===== config.mk =====
export PLATFORM = sky130hd
export DESIGN_NAME = hmv_queue
export DESIGN_NICKNAME = d
export VERILOG_FILES = /design/src/rtl/hmv_pkg.sv /design/src/rtl/hmv_queue.sv
export SDC_FILE = /design/constraint.sdc
export NUM_CORES = 1
export LEC_CHECK = 0
export ABC_AREA = 1
export CAP_MARGIN = 10
export CORE_ASPECT_RATIO = 1.4
export CORE_UTILIZATION = 45
export DETAILED_ROUTE_END_ITERATION = 6
export DONT_BUFFER_PORTS = 1
export GPL_TIMING_DRIVEN = 0
export PLACE_DENSITY = 0.67
export SLEW_MARGIN = 15
export SYNTH_ARGS = -nofsm -noshare
export SYNTH_HDL_FRONTEND = slang
export SYNTH_SLANG_ARGS = --single-unit
export TNS_END_PERCENT = 100

===== constraint.sdc =====
create_clock -name clk -period 5.5 [get_ports clk]
set_input_delay 1.1 -clock clk [delete_from_list [all_inputs] [get_ports clk]]
set_output_delay 1.1 -clock clk [all_outputs]
set_load 0.1 [all_outputs]

===== src/rtl/hmv_pkg.sv =====
package hmv_pkg;

    localparam int MAX_COLUMNS = 1024;
    localparam int MAX_ROWS    = 4096;
    localparam int COL_W       = $clog2(MAX_COLUMNS);
    localparam int ROW_W       = $clog2(MAX_ROWS);
    localparam int QUEUE_DEPTH = 4;
    localparam int CFG_IDX_W   = 3;
    localparam int CFG_DATA_W  = 17;
    localparam int HQ_W        = 19;

    localparam logic [16:0] Q16_ONE = 17'h10000;

    // floor(x / 50) == (x * ceil(2^30 / 50)) >> 30 for every x below 2^24
    localparam logic [24:0] HQ_RECIP = 25'd21474837;
    localparam int          HQ_SHIFT = 30;

    typedef enum logic [CFG_IDX_W-1:0] {
        CFG_NUM_COLUMNS = 3'd0,
        CFG_NUM_ROWS    = 3'd1,
        CFG_SPACING_X   = 3'd2,
        CFG_SPACING_Z   = 3'd3,
        CFG_U_STEP      = 3'd4,
        CFG_V_STEP      = 3'd5
    } cfg_index_t;

    // grid sizes already clamped, stored as last index
    typedef struct packed {
        logic [COL_W-1:0] cols_last;
        logic [ROW_W-1:0] rows_last;
        logic [7:0]       spacing_x;
        logic [7:0]       spacing_z;
        logic [16:0]      u_step;
        logic [16:0]      v_step;
    } cfg_t;

    // one classified sample on its way from front to back
    typedef struct packed {
        logic [COL_W-1:0] col;
        logic [ROW_W-1:0] row;
        logic [ROW_W-1:0] pz_count;
        logic [7:0]       height;
        logic [7:0]       left_height;
        logic [7:0]       up_height;
        logic             interior;
        logic             last_vertex;
    } desc_t;

    // height / 50 in Q16, rounded to nearest
    function automatic logic [HQ_W-1:0] height_q16(input logic [7:0] h);
        logic [23:0] x;
        logic [48:0] prod;
        x    = {h, 16'd0} + 24'd25;
        prod = 49'(x) * 49'(HQ_RECIP);
        return prod[HQ_SHIFT +: HQ_W];
    endfunction

endpackage


===== src/rtl/hmv_queue.sv =====
module hmv_queue (
    input  logic           clk,
    input  logic           rst_n,
    input  logic           push,
    input  hmv_pkg::desc_t push_data,
    output logic           full,
    input  logic           pop,
    output logic           pop_valid,
    output hmv_pkg::desc_t pop_data
);
    import hmv_pkg::*;

    localparam int PTR_W = $clog2(QUEUE_DEPTH);
    localparam int CNT_W = $clog2(QUEUE_DEPTH + 1);

    desc_t            entry_reg [QUEUE_DEPTH];
    logic [PTR_W-1:0] wr_ptr_reg, wr_ptr_next;
    logic [PTR_W-1:0] rd_ptr_reg, rd_ptr_next;
    logic [CNT_W-1:0] count_reg, count_next;

    assign full      = count_reg == CNT_W'(QUEUE_DEPTH);
    assign pop_valid = count_reg != '0;
    assign pop_data  = entry_reg[rd_ptr_reg];

    always_comb
    begin
        wr_ptr_next = wr_ptr_reg;
        rd_ptr_next = rd_ptr_reg;
        count_next  = count_reg;
        if (push)
        begin
            wr_ptr_next = wr_ptr_reg + 1'b1;
        end
        if (pop)
        begin
            rd_ptr_next = rd_ptr_reg + 1'b1;
        end
        if (push && !pop)
        begin
            count_next = count_reg + 1'b1;
        end
        else if (pop && !push)
        begin
            count_next = count_reg - 1'b1;
        end
    end

    always_ff @(posedge clk or negedge rst_n)
    begin
        if (!rst_n)
        begin
            wr_ptr_reg <= '0;
            rd_ptr_reg <= '0;
            count_reg  <= '0;
        end
        else
        begin
            wr_ptr_reg <= wr_ptr_next;
            rd_ptr_reg <= rd_ptr_next;
            count_reg  <= count_next;
        end
    end

    always_ff @(posedge clk)
    begin
        if (push)
        begin
            entry_reg[wr_ptr_reg] <= push_data;
        end
    end

    a_no_overflow: assert property (@(posedge clk) disable iff (!rst_n)
        push |-> !full)
        else $error("push into full queue");

    a_no_underflow: assert property (@(posedge clk) disable iff (!rst_n)
        pop |-> pop_valid)
        else $error("pop from empty queue");

    a_count_limit: assert property (@(posedge clk) disable iff (!rst_n)
        count_reg <= CNT_W'(QUEUE_DEPTH))
        else $error("queue count beyond depth");

endmodule


==> results by group <==
Outcome
  • Outcome: completed

Global routing
  • GR Util met2: 0.326
  • Gr ovfl total: 0
  • Vias in the first global route: 5668
  • GRT met1 Usage: 0.198
  • GRT Util Overall: 0.179
  • Largest net degree at the start of global routing: 49
  • First-pass GRT wire length: 31200 um
  • Number of antenna violations at the first check in global routing: 0
  • Most used routing layer: met2
  • GR Layer Usage met3: 0.0459

Yosys
  • Sequential share of the synthesized area: 0.714
  • Mean Syn Cell Area: 13.8 um2
  • Mapped Cells: 749
  • Post-synth cell types: 21
  • Post-synth net total: 819
  • Cell Area, Synth: 10300 um2
  • Warnings, synthesis: 0
  • Register bit total from synthesis: 247

Critical path
  • Crit path capture type: output pin
  • Worst r2r dst: entry_reg[2][21]
  • Worst r2r path cells: 5
  • CP required: 4.40 ns
  • Setup crit start kind: register
  • Critical path class: reg -> out
  • Crit path max fanout: 10
  • WP data arrival: 2.42 ns
  • FF-to-FF setup slack: 3.75 ns
  • FF-to-FF Start: wr_ptr_reg[0]

Routing
  • Post-Route WL: 20500 um
  • DR pass1 iterations: 4
  • Antenna-violating nets left: 0
  • Vias/cell: 4.97
  • # DRC: 0
  • Per-cell routed wire length: 18.6 um
  • Via Count: 5465
  • Iter 0 DRT Violations: 284

Die
  • CORE AREA: 22500 um2
  • Initial core utilization: 0.459
  • Die width: 130 um
  • Die area: 23600 um2
  • I/O pins: 126
  • Die Y: 181 um
  • Rows: 65

Cells and area
  • Commonest non-fill, non-tap cell in the layout: edfxtp_1
  • Area growth, synth to finish: 12.5%
  • Most frequent cells in the layout: edfxtp_1 (240), nand2_1 (194), inv_1 (127)
  • Share of cells above drive strength 1: 0.190
  • Nets: 850
  • Antenna diode count: 0
  • Largest register FFs: 240

Clocking
  • Clock sink count: 247
  • Post_cts resized: 0
  • Post-CTS setup buffers: 0
  • CTS Buffer Depth: 3
  • H-tree Lvls: 1
  • Clock Latency Late Sink: 0.51 ns
  • Clock-pin slew on the worst setup and hold paths: 0.06 ns
  • Hold_buf cts: 0
  • CTS tree: built
  • TritonCTS Buffers: 24
  • Root buf cell: clkbuf_16

STA
  • Hold Slack: 0.280 ns
  • Slew Limit Fails: 0
  • Setup Viol. Count Final: 0
  • Fin crit share: 0.639
  • Unrepaired setup endpoints after global routing: no
  • Slew margin rel.: 0.323
  • Minimum clock period: 3.52 ns
  • Final setup TNS: 0 ns
  • Slew @ Worst Pin: 1.01 ns
  • Hold Vio Cnt, Final: 0
  • Worst clock skew: 0.0140 ns
  • Fmax: 284 MHz

Hold path
  • Worst Hold Class: in -> async

Place
  • Post-detail-place hpwl: 12400 um
  • Final RePlAce weighted congestion: 0.688
  • Port Buffer Count: 0

Job
  • MaxCap Viol Count: 0
how the worst max path moves through the flow:
stage               cells after the start           from  slack (ns)               end
floorplan                               1   count_reg[0]        1.90              full
global placement                        3           push        1.49  entry_reg[1][22]
detailed placement                      5  rd_ptr_reg[1]        2.45      pop_data[55]
CTS                                     5  rd_ptr_reg[1]        1.90      pop_data[55]
global route                            5  rd_ptr_reg[1]        1.86      pop_data[24]
finish                                  5  rd_ptr_reg[1]        1.98      pop_data[55]
cell families (layout without fill, tap and decap cells):
group,Yosys count,in the layout,synth area share
adders and majority gates,6,6,0.00799
AOI/OAI and AO/OA,121,121,0.121
DFF,247,247,0.714
and+or+nand+nor,198,198,0.0724
buffers and inverters,173,222,0.0814
xor gates and xnor gates,4,4,0.00339
synth_stat cells, drive strengths merged:
library cell | count | area [um2]
nand4 | 1 | 6.26
dfrtp | 7 | 175
clkbuf | 2 | 11.3
o21ai | 1 | 5.00
nor2 | 1 | 3.75
o211ai | 120 | 1240
inv | 132 | 495
nor3 | 1 | 5.00
nand3 | 1 | 5.00
xor2 | 3 | 26.3
edfxtp | 240 | 7210
fa | 1 | 20.0
nand2 | 194 | 728
xnor2 | 1 | 8.76
buf | 39 | 334
ha | 5 | 62.6
final cells by class:
type,count,area (um2)
Fill cell,1854,10900
Clock inverter,16,159
Timing Repair Buffer,5,103
Sequential cell,247,7380
Clock buffer,28,637
Multi-Input combinational cell,329,2120
Tap cell,301,377
Buffer,41,345
Inverter,132,505
worst max-delay path: stages (launching register included):
cell,delay (ns)
dfrtp_1,0.35
buf_2,0.18
inv_2,0.18
buf_2,0.31
o211ai_2,0.13
nand2_1,0.73
layer usage:
metal / vias to the layer above / routed length, um
met5: - / 0
met4: 0 / 398
met3: 29 / 1420
met2: 136 / 10900
met1: 2648 / 7740
li1: 2652 / -
stage by stage:
step / util / setup WS, ns / cell area [um2] / cells
final: 0.516 / 1.98 / 11600 / 1099
after global routing: 0.516 / 1.86 / 11600 / 1099
after CTS: 0.516 / 1.90 / 11600 / 1099
after detailed placement: 0.481 / 2.45 / 10800 / 1055
after global placement: 0.475 / 1.49 / 10700 / 1050
after floorplan: - / 1.90 / 10300 / 749
Power is left out: the tool's default activity adds up to more than one toggle a clock period on the data nets, which glitch-free logic cannot reach.
