<file path="src/rtl/hmv_pkg.sv">
package hmv_pkg;

    localparam int MAX_COLUMNS = 1024;
    localparam int MAX_ROWS    = 4096;
    localparam int COL_W       = $clog2(MAX_COLUMNS);
    localparam int ROW_W       = $clog2(MAX_ROWS);
    localparam int QUEUE_DEPTH = 4;
    localparam int CFG_IDX_W   = 3;
    localparam int CFG_DATA_W  = 17;
    localparam int HQ_W        = 19;

    localparam logic [16:0] Q16_ONE = 17'h10000;

    // floor(x / 50) == (x * ceil(2^30 / 50)) >> 30 for every x below 2^24
    localparam logic [24:0] HQ_RECIP = 25'd21474837;
    localparam int          HQ_SHIFT = 30;

    typedef enum logic [CFG_IDX_W-1:0] {
        CFG_NUM_COLUMNS = 3'd0,
        CFG_NUM_ROWS    = 3'd1,
        CFG_SPACING_X   = 3'd2,
        CFG_SPACING_Z   = 3'd3,
        CFG_U_STEP      = 3'd4,
        CFG_V_STEP      = 3'd5
    } cfg_index_t;

    // grid sizes already clamped, stored as last index
    typedef struct packed {
        logic [COL_W-1:0] cols_last;
        logic [ROW_W-1:0] rows_last;
        logic [7:0]       spacing_x;
        logic [7:0]       spacing_z;
        logic [16:0]      u_step;
        logic [16:0]      v_step;
    } cfg_t;

    // one classified sample on its way from front to back
    typedef struct packed {
        logic [COL_W-1:0] col;
        logic [ROW_W-1:0] row;
        logic [ROW_W-1:0] pz_count;
        logic [7:0]       height;
        logic [7:0]       left_height;
        logic [7:0]       up_height;
        logic             interior;
        logic             last_vertex;
    } desc_t;

    // height / 50 in Q16, rounded to nearest
    function automatic logic [HQ_W-1:0] height_q16(input logic [7:0] h);
        logic [23:0] x;
        logic [48:0] prod;
        x    = {h, 16'd0} + 24'd25;
        prod = 49'(x) * 49'(HQ_RECIP);
        return prod[HQ_SHIFT +: HQ_W];
    endfunction

endpackage

</file>
<file path="src/rtl/hmv_ifs.sv">


interface hmv_vertex_if;
    logic               valid;
    logic               ready;
    logic [17:0]        pos_x;
    logic [18:0]        pos_y;
    logic [19:0]        pos_z;
    logic signed [27:0] normal_x;
    logic [31:0]        normal_y;
    logic signed [27:0] normal_z;
    logic [16:0]        tex_u;
    logic [16:0]        tex_v;
    logic               last_vertex;

    modport source (output valid, output pos_x, output pos_y, output pos_z,
                    output normal_x, output normal_y, output normal_z,
                    output tex_u, output tex_v, output last_vertex, input ready);
    modport sink   (input valid, input pos_x, input pos_y, input pos_z,
                    input normal_x, input normal_y, input normal_z,
                    input tex_u, input tex_v, input last_vertex, output ready);
endinterface


</file>
<file path="src/rtl/hmv_back.sv">
module hmv_back (
    input  logic           clk,
    input  logic           rst_n,
    input  hmv_pkg::cfg_t  cfg_view,
    input  logic           q_valid,
    input  hmv_pkg::desc_t q_data,
    output logic           q_pop,
    hmv_vertex_if.source   vertex
);
    import hmv_pkg::*;

    typedef struct packed {
        logic [HQ_W-1:0] hq;
        logic [HQ_W-1:0] lq;
        logic [HQ_W-1:0] uq;
        logic [17:0]     pos_x;
        logic [19:0]     pos_z;
        logic [16:0]     tex_u;
        logic [16:0]     tex_v;
        logic [15:0]     sxsz;
        logic            interior;
        logic            last_vertex;
    } mid_t;

    typedef struct packed {
        logic [17:0]        pos_x;
        logic [18:0]        pos_y;
        logic [19:0]        pos_z;
        logic signed [27:0] normal_x;
        logic [31:0]        normal_y;
        logic signed [27:0] normal_z;
        logic [16:0]        tex_u;
        logic [16:0]        tex_v;
        logic               last_vertex;
    } vtx_t;

    logic s1_valid_reg, s1_valid_next;
    logic out_valid_reg, out_valid_next;
    mid_t s1_reg, s1_in;
    vtx_t out_reg, out_in;

    logic out_load;
    logic s1_move;
    logic s1_load;

    logic [26:0]        tu_raw;
    logic [28:0]        tv_raw;
    logic signed [19:0] dyl;
    logic signed [19:0] dyu;
    logic signed [8:0]  sx_s;
    logic signed [8:0]  sz_s;
    logic signed [28:0] nx_full;
    logic signed [28:0] nz_prod;

    // stage handshake: everything moves when the output slot frees up
    assign out_load = !out_valid_reg || vertex.ready;
    assign s1_move  = s1_valid_reg && out_load;
    assign s1_load  = !s1_valid_reg || s1_move;
    assign q_pop    = q_valid && s1_load;

    // stage 1: height scaling and the position / texture products
    always_comb
    begin
        tu_raw            = 27'(q_data.col) * 27'(cfg_view.u_step);
        tv_raw            = 29'(q_data.row) * 29'(cfg_view.v_step);
        s1_in.hq          = height_q16(q_data.height);
        s1_in.lq          = height_q16(q_data.left_height);
        s1_in.uq          = height_q16(q_data.up_height);
        s1_in.pos_x       = 18'(q_data.col) * 18'(cfg_view.spacing_x);
        s1_in.pos_z       = 20'(q_data.pz_count) * 20'(cfg_view.spacing_z);
        s1_in.tex_u       = (tu_raw > 27'(Q16_ONE)) ? Q16_ONE : tu_raw[16:0];
        s1_in.tex_v       = (tv_raw > 29'(Q16_ONE)) ? Q16_ONE : tv_raw[16:0];
        s1_in.sxsz        = 16'(cfg_view.spacing_x) * 16'(cfg_view.spacing_z);
        s1_in.interior    = q_data.interior;
        s1_in.last_vertex = q_data.last_vertex;
    end

    // stage 2: height differences and normal products
    always_comb
    begin
        sx_s    = $signed({1'b0, cfg_view.spacing_x});
        sz_s    = $signed({1'b0, cfg_view.spacing_z});
        dyl     = $signed({1'b0, s1_reg.lq}) - $signed({1'b0, s1_reg.hq});
        dyu     = $signed({1'b0, s1_reg.uq}) - $signed({1'b0, s1_reg.hq});
        nx_full = dyl * sz_s;
        nz_prod = dyu * sx_s;

        out_in.pos_x       = s1_reg.pos_x;
        out_in.pos_y       = s1_reg.hq;
        out_in.pos_z       = s1_reg.pos_z;
        out_in.tex_u       = s1_reg.tex_u;
        out_in.tex_v       = s1_reg.tex_v;
        out_in.last_vertex = s1_reg.last_vertex;
        if (s1_reg.interior)
        begin
            out_in.normal_x = nx_full[27:0];
            out_in.normal_y = {s1_reg.sxsz, 16'd0};
            out_in.normal_z = 28'(-nz_prod);
        end
        else
        begin
            out_in.normal_x = '0;
            out_in.normal_y = 32'(Q16_ONE);
            out_in.normal_z = '0;
        end
    end

    always_comb
    begin
        s1_valid_next  = s1_valid_reg;
        out_valid_next = out_valid_reg;
        if (s1_load)
        begin
            s1_valid_next = q_valid;
        end
        if (out_load)
        begin
            out_valid_next = s1_valid_reg;
        end
    end

    always_ff @(posedge clk or negedge rst_n)
    begin
        if (!rst_n)
        begin
            s1_valid_reg  <= 1'b0;
            out_valid_reg <= 1'b0;
        end
        else
        begin
            s1_valid_reg  <= s1_valid_next;
            out_valid_reg <= out_valid_next;
        end
    end

    always_ff @(posedge clk)
    begin
        if (q_pop)
        begin
            s1_reg <= s1_in;
        end
        if (s1_move)
        begin
            out_reg <= out_in;
        end
    end

    assign vertex.valid       = out_valid_reg;
    assign vertex.pos_x       = out_reg.pos_x;
    assign vertex.pos_y       = out_reg.pos_y;
    assign vertex.pos_z       = out_reg.pos_z;
    assign vertex.normal_x    = out_reg.normal_x;
    assign vertex.normal_y    = out_reg.normal_y;
    assign vertex.normal_z    = out_reg.normal_z;
    assign vertex.tex_u       = out_reg.tex_u;
    assign vertex.tex_v       = out_reg.tex_v;
    assign vertex.last_vertex = out_reg.last_vertex;

endmodule

</file>
<file path="src/flat_wrapper.sv">
// flat-port wrapper written by rule: the top's interface ports become plain ports
module hmv_back_flat import hmv_pkg::*;
  (clk, rst_n, cfg_view, q_valid, q_data, q_pop, vertex_valid, vertex_pos_x, vertex_pos_y, vertex_pos_z, vertex_normal_x, vertex_normal_y, vertex_normal_z, vertex_tex_u, vertex_tex_v, vertex_last_vertex, vertex_ready);
  hmv_vertex_if vertex_i ();
  input  logic clk;
  input  logic rst_n;
  input  hmv_pkg::cfg_t cfg_view;
  input  logic q_valid;
  input  hmv_pkg::desc_t q_data;
  output logic q_pop;
  output wire logic [$bits(vertex_i.valid)-1:0] vertex_valid;
  output wire logic [$bits(vertex_i.pos_x)-1:0] vertex_pos_x;
  output wire logic [$bits(vertex_i.pos_y)-1:0] vertex_pos_y;
  output wire logic [$bits(vertex_i.pos_z)-1:0] vertex_pos_z;
  output wire logic [$bits(vertex_i.normal_x)-1:0] vertex_normal_x;
  output wire logic [$bits(vertex_i.normal_y)-1:0] vertex_normal_y;
  output wire logic [$bits(vertex_i.normal_z)-1:0] vertex_normal_z;
  output wire logic [$bits(vertex_i.tex_u)-1:0] vertex_tex_u;
  output wire logic [$bits(vertex_i.tex_v)-1:0] vertex_tex_v;
  output wire logic [$bits(vertex_i.last_vertex)-1:0] vertex_last_vertex;
  input wire logic [$bits(vertex_i.ready)-1:0] vertex_ready;
  assign vertex_valid = vertex_i.valid;
  assign vertex_pos_x = vertex_i.pos_x;
  assign vertex_pos_y = vertex_i.pos_y;
  assign vertex_pos_z = vertex_i.pos_z;
  assign vertex_normal_x = vertex_i.normal_x;
  assign vertex_normal_y = vertex_i.normal_y;
  assign vertex_normal_z = vertex_i.normal_z;
  assign vertex_tex_u = vertex_i.tex_u;
  assign vertex_tex_v = vertex_i.tex_v;
  assign vertex_last_vertex = vertex_i.last_vertex;
  assign vertex_i.ready = vertex_ready;
  hmv_back u_core (.clk(clk), .rst_n(rst_n), .cfg_view(cfg_view), .q_valid(q_valid), .q_data(q_data), .q_pop(q_pop), .vertex(vertex_i));
endmodule
</file>
<file path="config.mk">
export PLATFORM = sky130hd
export DESIGN_NAME = hmv_back_flat
export DESIGN_NICKNAME = d
export VERILOG_FILES = /design/src/rtl/hmv_pkg.sv /design/src/rtl/hmv_ifs.sv /design/src/rtl/hmv_back.sv /design/src/flat_wrapper.sv
export SDC_FILE = /design/constraint.sdc
export NUM_CORES = 2
export LEC_CHECK = 0
export ABC_AREA = 1
export BUFFER_PORTS_ARGS = -buffer_cell sky130_fd_sc_hd__clkbuf_2
export CAP_MARGIN = 20
export CELL_PAD_IN_SITES_DETAIL_PLACEMENT = 2
export CELL_PAD_IN_SITES_GLOBAL_PLACEMENT = 2
export CORE_MARGIN = 4
export CORE_UTILIZATION = 42
export CTS_BUF_LIST = sky130_fd_sc_hd__clkbuf_4 sky130_fd_sc_hd__clkbuf_8
export DETAILED_ROUTE_END_ITERATION = 10
export GPL_TIMING_DRIVEN = 0
export MAX_ROUTING_LAYER = met4
export PLACE_DENSITY_LB_ADDON = 0.1
export SYNTH_ARGS = -nofsm -noshare
export SYNTH_HDL_FRONTEND = slang
export SYNTH_SLANG_ARGS = --single-unit
</file>
<file path="constraint.sdc">
create_clock -name clk -period 23.8 [get_ports clk]
set_clock_uncertainty 0.1 [all_clocks]
set_input_delay 4.76 -clock clk [delete_from_list [all_inputs] [get_ports clk]]
set_output_delay 4.76 -clock clk [all_outputs]
set_load 0.01 [all_outputs]
</file>
==> impl_metrics.tcl <==
set metrics [dict create \
    status "completed" \
    path_delay_family "buffers and inverters" \
    cts_setup_buffers 0 \
    start_kind "primary input" \
    synth_top_area_share 0.267 \
    port_buffers 222 \
    synthCells 7106 \
    synth_common_cells "inv_1, nand2_1, ha_1, fa_1, nor2_1" \
    grt_pass1_wl_um 328000 \
    hold_buffers 0 \
    start_util 0.424 \
    finalHoldViolations 0 \
    fillers 15900 \
    nNetsFinal 9263 \
    core_mm2 0.138 \
    register_area_mm2 0.00939 \
    die_w_um 381 \
    path_buf_inv 4 \
    post_drt_wl_per_cell_um 22.7 \
    postCtsResizedCells 0 \
    synth_area_leaders "fa_1, ha_1, edfxtp_1" \
    numCtsBuffers 56 \
    slew_violations 0 \
    arrival_ps 6160 \
    yosysMostFrequentCell "inv_1" \
    grt_setup_unrepaired "false" \
    path_clk_slew_ps 60 \
    ys_seq_area_frac 0.160 \
    tightest_slew_ps 1130 \
    routed_wl_um 211000 \
    cts_htree_levels 2 \
    ys_dominant_reg_cell "edfxtp_1" \
    cp_cell_sequence "clkbuf_2 -> inv_1 -> nand3_1 -> nand2_1 -> inv_6 -> clkbuf_2" \
    cpMostUsedCell "clkbuf_2" \
    drcViolationCount 0 \
    die_y_um 381 \
    place_congestion 0.900 \
    io_pins 318 \
    antenna_found_initial 15 \
    synth_top_area_cell "fa_1" \
    drive_above_1_share 0.0598 \
    cts_sinks 313 \
    dieArea_mm2 0.146 \
    yosysUniqueCellTypes 58 \
    cpPeakStageDelay_ps 660 \
    grt-ovfl-total 0 \
    maxCapViolCount 0 \
    placedInstanceArea_mm2 0.0623 \
    final_antenna_net_count 0 \
    drt_first_pass_iters 5 \
    yosysWarnings 0 \
    clock_latency_ps 750 \
    hp-class "flop to flop" \
    max_clock_freq_ghz 0.0908 \
    grt_max_degree 82 \
    ys_ff_latch 313 \
    multi_input_area_mm2 0.0416 \
    cpMaxStageDelayCell "inv_6" \
    grt_pass1_vias 57000 \
    fin_crit_sh 0.463 \
    cp-end-kind "output pin" \
    path_max_fanout 81 \
    async_flop_share 0.00639 \
    drtIter0Drc 2307 \
    clockBufferDepth 3 \
    synth_edf_count 311 \
    fin_tns_setup_ps 0 \
    required_ps 18940 \
    grtUsageTotal 0.297 \
    worstSetupPathType "primary input to output pin" \
    setup_viol 0 \
    cts-root-buf "clkbuf_8" \
    largest_register_ffs 92 \
    synth.avg_cell_area_um2 8.24 \
    place.detailed.hpwl_um 184000 \
    stdcell_area_mm2 0.0634 \
    viasPerCell 5.24 \
    syn_area_mm2 0.0586 \
    cts_tree "yes" \
    rows 136 \
    final.min_clock_period_ps 11020 \
    area_delta_synth_final_pct 8.23 \
    maxSlewHeadroom 0.245 \
    r2r_slack_ps 15890 \
    via_count 48800 \
]
-- layer usage --
| metal | vias to the layer above | global-route usage | part of all wire | wire length, um |
|---|---|---|---|---|
| li1 | 22300 | - | - | - |
| met1 | 25000 | 0.355 | 0.42 | 87700 |
| met2 | 1049 | 0.517 | 0.50 | 106000 |
| met3 | 402 | 0.0415 | 0.047 | 9860 |
| met4 | 0 | 0.0997 | 0.038 | 7980 |
| met5 | - | - | 0 | 0 |
-- layout make-up --
cell class | instances | area share
Antenna cell | 8 | 0.000316
Buffer | 185 | 0.0125
Clock buffer | 68 | 0.0136
Clock inverter | 30 | 0.00349
Inverter | 1825 | 0.108
Multi-Input combinational cell | 4798 | 0.656
Sequential cell | 313 | 0.148
Tap cell | 1863 | 0.0368
Timing Repair Buffer | 233 | 0.0206
-- through the flow --
stage / worst slack (ps) / utilization / cells / hold slack, ps
after detailed placement: 12210 / 0.451 / 9217 / 308
after CTS: 12740 / 0.459 / 9315 / 312
after global routing: 12530 / 0.459 / 9322 / 324
after global placement: 6370 / 0.450 / 9206 / 301
final: 12780 / 0.459 / 9323 / 301
after floorplan: 10280 / - / 7121 / 300
-- kinds of logic after synthesis --
logic type | Yosys count | synth area share
simple gates | 2276 | 0.157
fa+ha+maj | 1715 | 0.467
buf+inv | 2010 | 0.130
compound gates | 627 | 0.0604
xor+xnor | 164 | 0.0248
flops | 313 | 0.160
other cells | 1 | 0.0000640
-- cells in the final DEF (no fill, tap or decap), types with 7 or more instances in the layout --
master,instances
inv_1,1805
nand2_1,1452
ha_1,933
fa_1,782
nor2_1,488
a21oi_1,312
edfxtp_1,311
clkbuf_2,229
o21ai_0,157
nand3_1,151
clkbuf_1,150
xor2_1,100
xnor2_1,61
clkbuf_8,56
nand4_1,53
or2_2,32
nor3_1,31
a21o_1,27
clkinv_1,25
a31oi_1,25
o21bai_1,21
a21oi_2,21
o21a_1,18
buf_4,17
conb_1,16
nor4_1,15
nor2_2,13
clkbuf_4,12
o211ai_1,9
nand2_2,9
diode_2,8
nand3b_1,8
buf_1,8
inv_2,8
o221ai_1,7
buf_6,7
-- final timing paths --
kind / from / to / depth (start not counted)
worst max-delay path: vertex_ready / q_pop / 6
worst min-delay path: u_core.out_in[149] / u_core.vertex.pos_y[6] / 0
worst max register to register: u_core.out_in[146] / u_core.vertex.normal_z[26] / 31
worst min register to register: u_core.out_in[149] / u_core.vertex.pos_y[6] / 0
max in group asynchronous: rst_n / u_core.vertex.valid / 1
min in group asynchronous: rst_n / u_core.s1_valid_reg / 1
Power is not shown: default switching activity piles up to over one toggle a cycle in this logic, so the estimate is an artifact.
